### config.mk
export PLATFORM = sky130hd
export DESIGN_NAME = i2c_bit_level_master_core
export DESIGN_NICKNAME = d
export VERILOG_FILES = /design/src/rtl/i2cblm_pkg.sv /design/src/rtl/i2cblm_step.sv /design/src/rtl/i2c_bit_level_master_core.sv
export SDC_FILE = /design/constraint.sdc
export NUM_CORES = 1
export LEC_CHECK = 0
export ABC_AREA = 1
export BUFFER_PORTS_ARGS = -buffer_cell sky130_fd_sc_hd__buf_4
export CAP_MARGIN = 20
export CORE_MARGIN = 1.5
export CORE_UTILIZATION = 45
export DETAILED_ROUTE_END_ITERATION = 10
export HOLD_SLACK_MARGIN = 0.02
export SLEW_MARGIN = 30
export SYNTH_ARGS = -nofsm -noshare
export SYNTH_HDL_FRONTEND = slang
export SYNTH_SLANG_ARGS = --single-unit
### constraint.sdc
create_clock -name aclk -period 3.5 [get_ports aclk]
set_input_delay 0.525 -clock aclk [delete_from_list [all_inputs] [get_ports aclk]]
set_output_delay 0.525 -clock aclk [all_outputs]
set_load 0.01 [all_outputs]
### src/rtl/i2cblm_pkg.sv
// Package: types, codes and tick constants of the I2C bit-level master
`timescale 1ns / 1ps
`default_nettype none
package i2cblm_pkg;

    // Input mode codes
    localparam logic [2:0] MODE_TICK  = 3'd0;
    localparam logic [2:0] MODE_START = 3'd1;
    localparam logic [2:0] MODE_STOP  = 3'd2;
    localparam logic [2:0] MODE_WRITE = 3'd3;
    localparam logic [2:0] MODE_READ  = 3'd4;

    // Tick numbers within a command
    localparam logic [4:0] BIT_TICKS     = 5'd16;
    localparam logic [4:0] WR_ACK_TICK   = 5'd16;
    localparam logic [4:0] WR_POLL_TICK  = 5'd17;
    localparam logic [4:0] WR_LAST_TICK  = 5'd18;
    localparam logic [4:0] RD_ACK_HIGH   = 5'd18;
    localparam logic [4:0] RD_LAST_TICK  = 5'd20;

    localparam logic [7:0] POLL_LIMIT_RST = 8'hFF;

    // Running command
    typedef enum logic [2:0] {
        CMD_IDLE,
        CMD_START,
        CMD_STOP,
        CMD_WRITE,
        CMD_READ
    } cmd_e;

    typedef struct packed {
        logic [2:0] mode;
        logic [7:0] tx_byte;
        logic       ack_to_send;
        logic       sda_level;
    } in_t;

    typedef struct packed {
        logic       scl_level;
        logic       sda_drive_enable;
        logic       sda_value;
        logic       busy_res;
        logic       done_res;
        logic [7:0] rx_byte;
        logic [7:0] ack_polls_left;
    } out_t;

    typedef struct packed {
        logic scl;
        logic drv;
        logic val;
    } pins_t;

    // Controller state handed between the top level and the tick logic
    typedef struct packed {
        cmd_e       cmd;
        logic [4:0] tick;
        logic [7:0] shift;
        logic [7:0] polls;
        logic       ack_choice;
        pins_t      pins;
    } st_t;

    // Released SDA always reads back as one
    function automatic pins_t drive_pins(input logic scl, input logic drv, input logic val);
        pins_t p;
        p.scl = scl;
        p.drv = drv;
        p.val = drv ? val : 1'b1;
        return p;
    endfunction

endpackage
`default_nettype wire

### src/rtl/i2cblm_step.sv
// Tick logic: next controller state and the result of one bus tick
`timescale 1ns / 1ps
`default_nettype none
module i2cblm_step (
    input  i2cblm_pkg::st_t  st_cur,
    input  i2cblm_pkg::in_t  item,
    input  logic [7:0]       poll_limit,
    output i2cblm_pkg::st_t  st_nxt,
    output i2cblm_pkg::out_t res
);

    i2cblm_pkg::st_t w;
    i2cblm_pkg::st_t n;
    logic            launch;
    logic            done;
    logic [7:0]      rx;
    logic [7:0]      polls;

    always_comb begin
        w      = st_cur;
        launch = 1'b0;
        done   = 1'b0;
        rx     = '0;
        polls  = '0;

        // A new command is taken only when idle; this tick is its first
        if (w.cmd == i2cblm_pkg::CMD_IDLE) begin
            case (item.mode)
                i2cblm_pkg::MODE_START: begin
                    w.cmd  = i2cblm_pkg::CMD_START;
                    launch = 1'b1;
                end
                i2cblm_pkg::MODE_STOP: begin
                    w.cmd  = i2cblm_pkg::CMD_STOP;
                    launch = 1'b1;
                end
                i2cblm_pkg::MODE_WRITE: begin
                    w.cmd  = i2cblm_pkg::CMD_WRITE;
                    launch = 1'b1;
                end
                i2cblm_pkg::MODE_READ: begin
                    w.cmd  = i2cblm_pkg::CMD_READ;
                    launch = 1'b1;
                end
                default: begin
                end
            endcase
            if (launch) begin
                w.tick       = '0;
                w.shift      = (w.cmd == i2cblm_pkg::CMD_WRITE) ? item.tx_byte : '0;
                w.ack_choice = item.ack_to_send;
                w.polls      = '0;
            end
        end

        n      = w;
        n.tick = w.tick + 5'd1;

        // Per-command tick sequences
        case (w.cmd)
            i2cblm_pkg::CMD_START: begin
                if (w.tick == 5'd0) begin
                    n.pins = i2cblm_pkg::drive_pins(1'b1, 1'b1, 1'b1);
                end else if (w.tick == 5'd1) begin
                    n.pins = i2cblm_pkg::drive_pins(1'b1, 1'b1, 1'b0);
                end else begin
                    n.pins = i2cblm_pkg::drive_pins(1'b0, 1'b1, 1'b0);
                    done   = 1'b1;
                end
            end
            i2cblm_pkg::CMD_STOP: begin
                if (w.tick == 5'd0) begin
                    n.pins = i2cblm_pkg::drive_pins(1'b1, 1'b1, 1'b0);
                end else begin
                    n.pins = i2cblm_pkg::drive_pins(1'b1, 1'b1, 1'b1);
                    done   = 1'b1;
                end
            end
            i2cblm_pkg::CMD_WRITE: begin
                if (w.tick < i2cblm_pkg::BIT_TICKS) begin
                    // data bit MSB first, SCL low then high
                    n.pins = i2cblm_pkg::drive_pins(w.tick[0], 1'b1, w.shift[7]);
                    if (w.tick[0]) begin
                        n.shift = {w.shift[6:0], 1'b0};
                    end
                end else if (w.tick == i2cblm_pkg::WR_ACK_TICK) begin
                    n.pins  = i2cblm_pkg::drive_pins(1'b0, 1'b0, 1'b1);
                    n.polls = poll_limit;
                end else if (w.tick == i2cblm_pkg::WR_POLL_TICK) begin
                    // stay on the poll tick until ACK seen or count spent
                    n.pins = i2cblm_pkg::drive_pins(1'b1, 1'b0, 1'b1);
                    if (w.polls == 8'd0 || !item.sda_level) begin
                        n.tick = i2cblm_pkg::WR_LAST_TICK;
                    end else begin
                        n.polls = w.polls - 8'd1;
                        n.tick  = i2cblm_pkg::WR_POLL_TICK;
                    end
                end else begin
                    n.pins = i2cblm_pkg::drive_pins(1'b0, 1'b0, 1'b1);
                    polls  = w.polls;
                    done   = 1'b1;
                end
            end
            i2cblm_pkg::CMD_READ: begin
                if (w.tick == 5'd0) begin
                    n.pins = i2cblm_pkg::drive_pins(1'b0, 1'b0, 1'b1);
                end else if (w.tick <= i2cblm_pkg::BIT_TICKS) begin
                    // sample on the SCL-high ticks
                    n.pins = i2cblm_pkg::drive_pins(w.tick[0], 1'b0, 1'b1);
                    if (w.tick[0]) begin
                        n.shift = {w.shift[6:0], item.sda_level};
                    end
                end else if (w.tick < i2cblm_pkg::RD_LAST_TICK) begin
                    n.pins = i2cblm_pkg::drive_pins(w.tick == i2cblm_pkg::RD_ACK_HIGH,
                                                    !w.ack_choice, 1'b0);
                end else begin
                    n.pins = i2cblm_pkg::drive_pins(1'b0, 1'b1, 1'b0);
                    rx     = w.shift;
                    done   = 1'b1;
                end
            end
            default: begin
                n.tick = w.tick;
            end
        endcase

        if (done) begin
            n.cmd = i2cblm_pkg::CMD_IDLE;
        end

        st_nxt             = n;
        res.scl_level      = n.pins.scl;
        res.sda_drive_enable = n.pins.drv;
        res.sda_value      = n.pins.val;
        res.busy_res       = (w.cmd != i2cblm_pkg::CMD_IDLE);
        res.done_res       = done;
        res.rx_byte        = rx;
        res.ack_polls_left = polls;
    end

endmodule
`default_nettype wire

### src/rtl/i2c_bit_level_master_core.sv
// I2C bit-level master with one bus tick per transfer.
// Each input transfer is one bus tick and yields one result transfer. The block takes a
// tick every clock cycle while s_ready is high; its result is registered in the output or
// skid register. The rate is set by the controller state register, which is updated once
// per tick through a single pass of the tick logic. A two-entry output stage (output
// register plus skid register) lets input transfers continue while a result waits to be
// taken. ack_poll_limit is written through cfg_wr_en/cfg_wr_data and resets to 255.
`timescale 1ns / 1ps
`default_nettype none
module i2c_bit_level_master_core (
    input  logic             aclk,
    input  logic             aresetn,
    input  logic             cfg_wr_en,
    input  logic [7:0]       cfg_wr_data,
    input  logic             s_valid,
    output logic             s_ready,
    input  i2cblm_pkg::in_t  s_data,
    output logic             m_valid,
    input  logic             m_ready,
    output i2cblm_pkg::out_t m_data
);

    i2cblm_pkg::st_t  st_reg;
    i2cblm_pkg::st_t  st_next;
    i2cblm_pkg::out_t res;
    logic [7:0]       limit_reg;

    i2cblm_pkg::out_t out_reg;
    i2cblm_pkg::out_t out_next;
    logic             out_valid_reg;
    logic             out_valid_next;
    i2cblm_pkg::out_t skid_reg;
    i2cblm_pkg::out_t skid_next;
    logic             skid_valid_reg;
    logic             skid_valid_next;

    logic             accept;
    logic             taken;

    assign s_ready = !skid_valid_reg;
    assign accept  = s_valid && s_ready;
    assign taken   = out_valid_reg && m_ready;
    assign m_valid = out_valid_reg;
    assign m_data  = out_reg;

    i2cblm_step u_step (
        .st_cur     (st_reg),
        .item       (s_data),
        .poll_limit (limit_reg),
        .st_nxt     (st_next),
        .res        (res)
    );

    // Poll limit register
    always_ff @(posedge aclk) begin
        if (!aresetn) begin
            limit_reg <= i2cblm_pkg::POLL_LIMIT_RST;
        end else if (cfg_wr_en) begin
            limit_reg <= cfg_wr_data;
        end
    end

    // Controller state, advanced once per accepted tick
    always_ff @(posedge aclk) begin
        if (!aresetn) begin
            st_reg.cmd        <= i2cblm_pkg::CMD_IDLE;
            st_reg.tick       <= '0;
            st_reg.shift      <= '0;
            st_reg.polls      <= '0;
            st_reg.ack_choice <= 1'b0;
            st_reg.pins       <= i2cblm_pkg::drive_pins(1'b1, 1'b0, 1'b1);
        end else if (accept) begin
            st_reg <= st_next;
        end
    end

    // Output register and skid register
    always_comb begin
        out_next        = out_reg;
        out_valid_next  = out_valid_reg;
        skid_next       = skid_reg;
        skid_valid_next = skid_valid_reg;
        if (!out_valid_reg || taken) begin
            if (skid_valid_reg) begin
                out_next        = skid_reg;
                out_valid_next  = 1'b1;
                skid_valid_next = 1'b0;
            end else begin
                out_next       = res;
                out_valid_next = accept;
            end
        end else if (accept) begin
            skid_next       = res;
            skid_valid_next = 1'b1;
        end
    end

    always_ff @(posedge aclk) begin
        if (!aresetn) begin
            out_valid_reg  <= 1'b0;
            skid_valid_reg <= 1'b0;
        end else begin
            out_valid_reg  <= out_valid_next;
            skid_valid_reg <= skid_valid_next;
        end
    end

    always_ff @(posedge aclk) begin
        out_reg  <= out_next;
        skid_reg <= skid_next;
    end

endmodule
`default_nettype wire

==> run metrics, run 1 <==
run status complete, no violations; CTS root buf sky130_fd_sc_hd__clkbuf_8; routed wirelength normalized by instance count around 14 um; met3 track demand over resource 0.0383; flip-flop count of the largest register, all copies and words added 28; detailed placer's ending HPWL 7330 um; cell repeated most along the worst path sky130_fd_sc_hd__nand2_1; period utilization 0.744; synthesized netlist net count a little under 600; xor and xnor area share after synthesis 0; aggregate negative setup slack 0 ns; count of final setup violators 0; class of the most critical hold timing path in -> reg; sequential group share of total power 0.453; critical path type reg -> reg; maximum net fanout on the critical path 22; Max transition margin 0.421; clock latency on the worst-skew pair about 0.36 ns; Worst Reg2Reg Path Length in Cells 12; via count of the first global-routing pass between 3k and 4k; critical hold path startpoint cfg_wr_data[7]; average via count per standard cell 5.10; combinational family with the most area after synthesis simple AND/OR/NAND/NOR gates; final estimated routing congestion in global placement roughly 0.9; number of unique standard cell types used by synthesis between 40 and 50; share of cell area taken by muxes after synthesis 0; antenna diode count 0; Yosys warning total 0; Power Internal about 0.0017 W; fraction of met2 tracks used by global routing 0.302; depth of the CTS H-tree 3; routed wire length between 10000 and 15000 um; count of maximum capacitance violations 0; number of nets in the finished design 633; number of enable flip-flop cells after synthesis 42; crit start category flip-flop; top-count cell post-synth sky130_fd_sc_hd__nand2_1; DIE WIDTH 102 um; worst-case vdd ir drop about 0.00026 V; pin slew with the least headroom to its limit just under 0.9 ns; Die Height just over 100 um; CTS clock-pin slew for the worst setup and hold paths 0.09 ns; pin count of the biggest net entering global routing 32; combinational share of power 0.212; clock tree sinks 80; Leakage Power around 2.3 nW; CTS tree done; netlist area before placement between 4000 and 5000 um2; Synth Area per Inst between 7 and 8 um2; cts hold-fix bufs 0; highest-utilization routing layer at the global route stage met2; routed via count 3793; grt ovf 0; WHS 0.370 ns; synthesized-area fraction occupied by adder cells 0.00282; maximum clock frequency approximately 380 MHz; required time at the worst-slack endpoint 3.63 ns; post-synth top area cell sky130_fd_sc_hd__edfxtp_1; Final Critical Period ~2.6 ns; DRC errors left 0; hold path depth 3; type of destination of the critical path flip-flop; Synth area leaders sky130_fd_sc_hd__edfxtp_1 (28%), sky130_fd_sc_hd__dfxtp_1 (17%), sky130_fd_sc_hd__nand2_1 (14%); Worst Path Arrival 2.73 ns; number of port buffers 48; worst flop-to-flop path startpoint st_reg[26]; synthesized-area fraction occupied by ao, oa, aoi and oai cells 0.151; setup repair bufs after CTS 0; max incr delay on CP 0.38 ns; PD cells approximately 470 nW/um2; clock network fraction of design power 0.334; top cells by instance count after synthesis sky130_fd_sc_hd__nand2_1 (166), sky130_fd_sc_hd__inv_1 (45), sky130_fd_sc_hd__a21oi_1 (44), sky130_fd_sc_hd__o21ai_0 (44), sky130_fd_sc_hd__edfxtp_1 (42); cells traversed along the worst timing path inv_2 -> nand2_1 -> nor2_1 -> nand2_2 -> inv_2 -> nor2_4 -> nor2_4 -> nand2_4 -> nand3_4 -> nand3_1 -> nand2_1 -> nand2_1; endpoint of the lowest-slack register-to-register path m_data[16]; Starting Density 0.458; met1 Resource Use GR 0.288; core outline area roughly 9700 um2; share of the synthesized area in the top cell type 0.284; Std-Cell Rows 36; total routing resource utilization after global routing 0.201; number of antenna violations at the first check in global routing 0; switching share of power 0.309; setup slack on the worst flop-to-flop path around 0.90 ns; Inserted Clock Buffers 9; Slowest cell on crit path sky130_fd_sc_hd__nand2_2; area delta synth->final 15.8%; simple logic cell fraction of the synthesized area 0.314; fraction of registers with async set/reset 0; buffer levels on the longest clock path 2; primary flip-flop cell chosen by synthesis mapping sky130_fd_sc_hd__edfxtp_1; Max Transition Viols Final 0; Synth Instances 560; Antenna Violating Nets Remaining 0; post-synthesis sequential element count 80; detailed-routing iteration count for the pre-antenna-repair pass 5; global-route wire length before repair roughly 16000 um; destination of the worst hold path limit_reg[7]; register area share after synthesis 0.456; quantity of gates resized following cts 0; RSZ-0062 raised after global routing false; fraction of final layout cells with drive strength greater than 1 0.214; Boundary Pins 49; NetSw 0.000745 W; Layout Skew between 0.015 and 0.02 ns; count of final hold-check violations 0; floorplan die area 10500 um2; violation count after the first detailed-route iteration 176
==> cells in the final DEF (no fill, tap or decap), drive strengths merged, types with 12 or more instances in the layout <==
master,count
inv,59
nand4,12
o21ai,68
edfxtp,42
nor2,42
dfxtp,38
nand2,175
a21oi,44
nand3,39
buf,55
==> critical path: cells and delay by family (launching register included) <==
kind                   cells  cell delay, ns
buffers and inverters      2            0.46
flip-flops                 1            0.34
AND/OR/NAND/NOR           10            1.56
==> cells by family (layout without fill, tap and decap cells) <==
logic type / Yosys count / after routing
buf+inv: 79 / 130
compound gates: 123 / 123
fa+ha+maj: 1 / 1
flops: 80 / 80
simple gates: 277 / 277
==> layer usage <==
layer,up-vias,part of all wire
li1,1959,-
met1,1716,0.50
met2,101,0.43
met3,17,0.042
met4,0,0.024
met5,-,0
==> power by group through the flow <==
stage	Sequential (W)	Clock, W	Combinational [W]
2_1_floorplan	0.00112	0	0.000349
3_3_place_gp	0.00111	0	0.000505
3_5_place_dp	0.00111	0	0.000508
4_1_cts	0.00109	0.000816	0.000510
5_1_grt	0.00110	0.000846	0.000571
6_report	0.00109	0.000806	0.000512
==> layout make-up <==
| type | count | area (um2) |
|---|---|---|
| clock buffer | 10 | 138 |
| clock inverter | 6 | 98.8 |
| fill | 930 | 4550 |
| inverter | 59 | 226 |
| multi-input combinational | 401 | 2070 |
| sequential | 80 | 2020 |
| tap | 133 | 166 |
| timing repair buffer | 55 | 413 |
==> worst max-delay path by stage <==
stage,cells after the start,slack (ns),from,to
2_1_floorplan,5,1.0,s_valid,skid_reg[0]
3_3_place_gp,13,0.70,s_data[11],m_data[16]
3_5_place_dp,13,0.65,s_data[11],m_data[16]
4_1_cts,12,0.94,st_reg[26],m_data[16]
5_1_grt,12,0.71,st_reg[26],m_data[16]
6_report,12,0.90,st_reg[26],m_data[16]
==> per-stage QoR <==
step | power, W | utilization | instance area (um2) | worst slack [ns] | instances
finish | 0.00241 | 0.531 | 5140 | 0.896 | 744
detailed placement | 0.00162 | 0.506 | 4900 | 0.646 | 728
CTS | 0.00242 | 0.531 | 5140 | 0.937 | 744
floorplan | 0.00147 | - | 4440 | 1.00 | 560
global route | 0.00252 | 0.531 | 5140 | 0.711 | 744
global placement | 0.00162 | 0.506 | 4900 | 0.700 | 728
(Power assumes the default switching activity.)
==> run 2: changes to the inputs <==
Settings changed: PLACE_DENSITY set to 0.66.
Clock period 3.5 ns to 2.1 ns, I/O delays scaled along.
==> run metrics, run 2 (same netlist as run 1, synthesis figures left out) <==
type of destination of the critical path flip-flop; average via count per standard cell between 5 and 6; PD cells about 700 nW/um2; Boundary Pins 49; number of antenna violations at the first check in global routing 0; global-route wire length before repair about 17000 um; CTS clock-pin slew for the worst setup and hold paths about 0.09 ns; fraction of final layout cells with drive strength greater than 1 0.341; crit start category flip-flop; Worst Path Arrival 2.15 ns; pin slew with the least headroom to its limit around 0.47 ns; pin count of the biggest net entering global routing 32; commonest cells after routing, fill and taps aside sky130_fd_sc_hd__nand2_1 (157), sky130_fd_sc_hd__buf_4 (125), sky130_fd_sc_hd__a21oi_1 (44), sky130_fd_sc_hd__o21ai_0 (44), sky130_fd_sc_hd__inv_1 (43); count of final setup violators 0; worst-case vdd ir drop approximately 0.00039 V; Final Cell Area approximately 5900 um2; count of final hold-check violations 0; routed via count between 4k and 5k; Max transition margin 0.684; flip-flop count of the largest register, all copies and words added 28; count of maximum capacitance violations 0; Die Height approximately 100 um; period utilization 0.962; Antenna Violating Nets Remaining 0; run status complete, no violations; buffer levels on the longest clock path 2; core occupancy in the finished layout 0.609; CTS root buf sky130_fd_sc_hd__clkbuf_8; antenna diode count 0; aggregate negative setup slack 0 ns; most frequent standard cell in the layout excluding fill and tap cells sky130_fd_sc_hd__nand2_1; number of fill cells 839; detailed-routing iteration count for the pre-antenna-repair pass 5; floorplan die area ~10000 um2; routed wirelength normalized by instance count around 13 um; clock tree sinks 80; number of nets in the finished design 712; DRC errors left 0; RSZ-0062 raised after global routing true; total routing resource utilization after global routing 0.211; critical path type reg -> reg; Final Critical Period ~2 ns; required time at the worst-slack endpoint 2.23 ns; area delta synth->final 33.0%; via count of the first global-routing pass 3684; CTS tree done; grt ovf 0; DIE WIDTH 102 um; Max Transition Viols Final 0; routed wire length around 11000 um; maximum net fanout on the critical path 3; maximum clock frequency 495 MHz; violation count after the first detailed-route iteration around 200; detailed placer's ending HPWL between 7000 and 8000 um; class of the most critical hold timing path in -> reg; number of port buffers 48; clock latency on the worst-skew pair around 0.37 ns; Inserted Clock Buffers 9; final estimated routing congestion in global placement ~0.94; Post-DP Area ~5500 um2; depth of the CTS H-tree 3; Std-Cell Rows 36; core outline area 9680 um2; Starting Density 0.458; Layout Skew 0.0102 ns; Leakage Power roughly 2.7 nW
## run 2: critical path, cell delays in order (launching register included)
cell and delay [ns]:
sky130_fd_sc_hd__dfxtp_2 0.33, sky130_fd_sc_hd__inv_2 0.08, sky130_fd_sc_hd__nand2_4 0.07, sky130_fd_sc_hd__nor2_4 0.16, sky130_fd_sc_hd__buf_6 0.12, sky130_fd_sc_hd__nand3_4 0.06, sky130_fd_sc_hd__nand2_4 0.09, sky130_fd_sc_hd__nor2_2 0.04
sky130_fd_sc_hd__inv_2 0.08, sky130_fd_sc_hd__nor2_2 0.05, sky130_fd_sc_hd__inv_2 0.06, sky130_fd_sc_hd__nand2_2 0.08, sky130_fd_sc_hd__buf_4 0.15, sky130_fd_sc_hd__o21ai_1 0.07, sky130_fd_sc_hd__nand4_1 0.18, sky130_fd_sc_hd__nand2_1 0.12
sky130_fd_sc_hd__nand2_1 0.05
## run 2: per-layer routing
metal  vias up  track usage  part of all wire  routed length [um]
met4         0       0.0611             0.010                 112
met5         -            0                 0                   0
li1       2114            -                 -                   -
met1      1904        0.302              0.47                5160
met2       126        0.327              0.47                5120
met3         8       0.0363             0.053                 587
## run 2: power breakdown
| group | total, W | switching, W | internal (W) | leakage, nW |
|---|---|---|---|---|
| Combinational | 0.00114 | 0.000639 | 0.000505 | 1.90 |
| Clock | 0.00109 | 0.000646 | 0.000442 | 0.0854 |
| Sequential | 0.00182 | 0.0000599 | 0.00176 | 0.762 |
## run 2: path summary, 6_finish.rpt
check / endpoint / from / slack [ns] / depth (start not counted)
setup / recovery: m_data[20] / st_reg[26] / 0.08 / 16
hold / removal: limit_reg[0] / cfg_wr_data[0] / 0.15 / 3
hold reg to reg: limit_reg[0] / limit_reg[0] / 0.46 / 2
setup reg to reg: m_data[20] / st_reg[26] / 0.08 / 16
## run 2: stage by stage
| step | cells | setup slack [ns] | power [W] | hold slack (ns) |
|---|---|---|---|---|
| final | 823 | 0.0802 | 0.00406 | 0.152 |
| after CTS | 817 | 0.00317 | 0.00399 | 0.144 |
| after global placement | 801 | -0.0280 | 0.00288 | 0.437 |
| after floorplan | 560 | 0.144 | 0.00245 | 0.421 |
| after global routing | 823 | -0.0666 | 0.00426 | 0.158 |
| after detailed placement | 801 | -0.104 | 0.00290 | 0.442 |
## run 2: what timing repair did
item / CTS / global route
buffers inserted: 0 / 6
pin swaps: 3 / 16
endpoints found under the setup margin: 5 / 39
hold endpoints to repair: 0 / 0
gates cloned: 0 / 0
hold buffers: 0 / 0
gates resized for setup: 8 / 31
## run 2: area by class of cell
| class | count | area (um2) | area share |
|---|---|---|---|
| multi-input combinational | 401 | 2200 | 0.373 |
| clock buffer | 9 | 124 | 0.0210 |
| sequential | 80 | 2030 | 0.343 |
| timing repair buffer | 134 | 1100 | 0.187 |
| inverter | 59 | 226 | 0.0384 |
| tap | 133 | 166 | 0.0282 |
| clock inverter | 7 | 56.3 | 0.00954 |
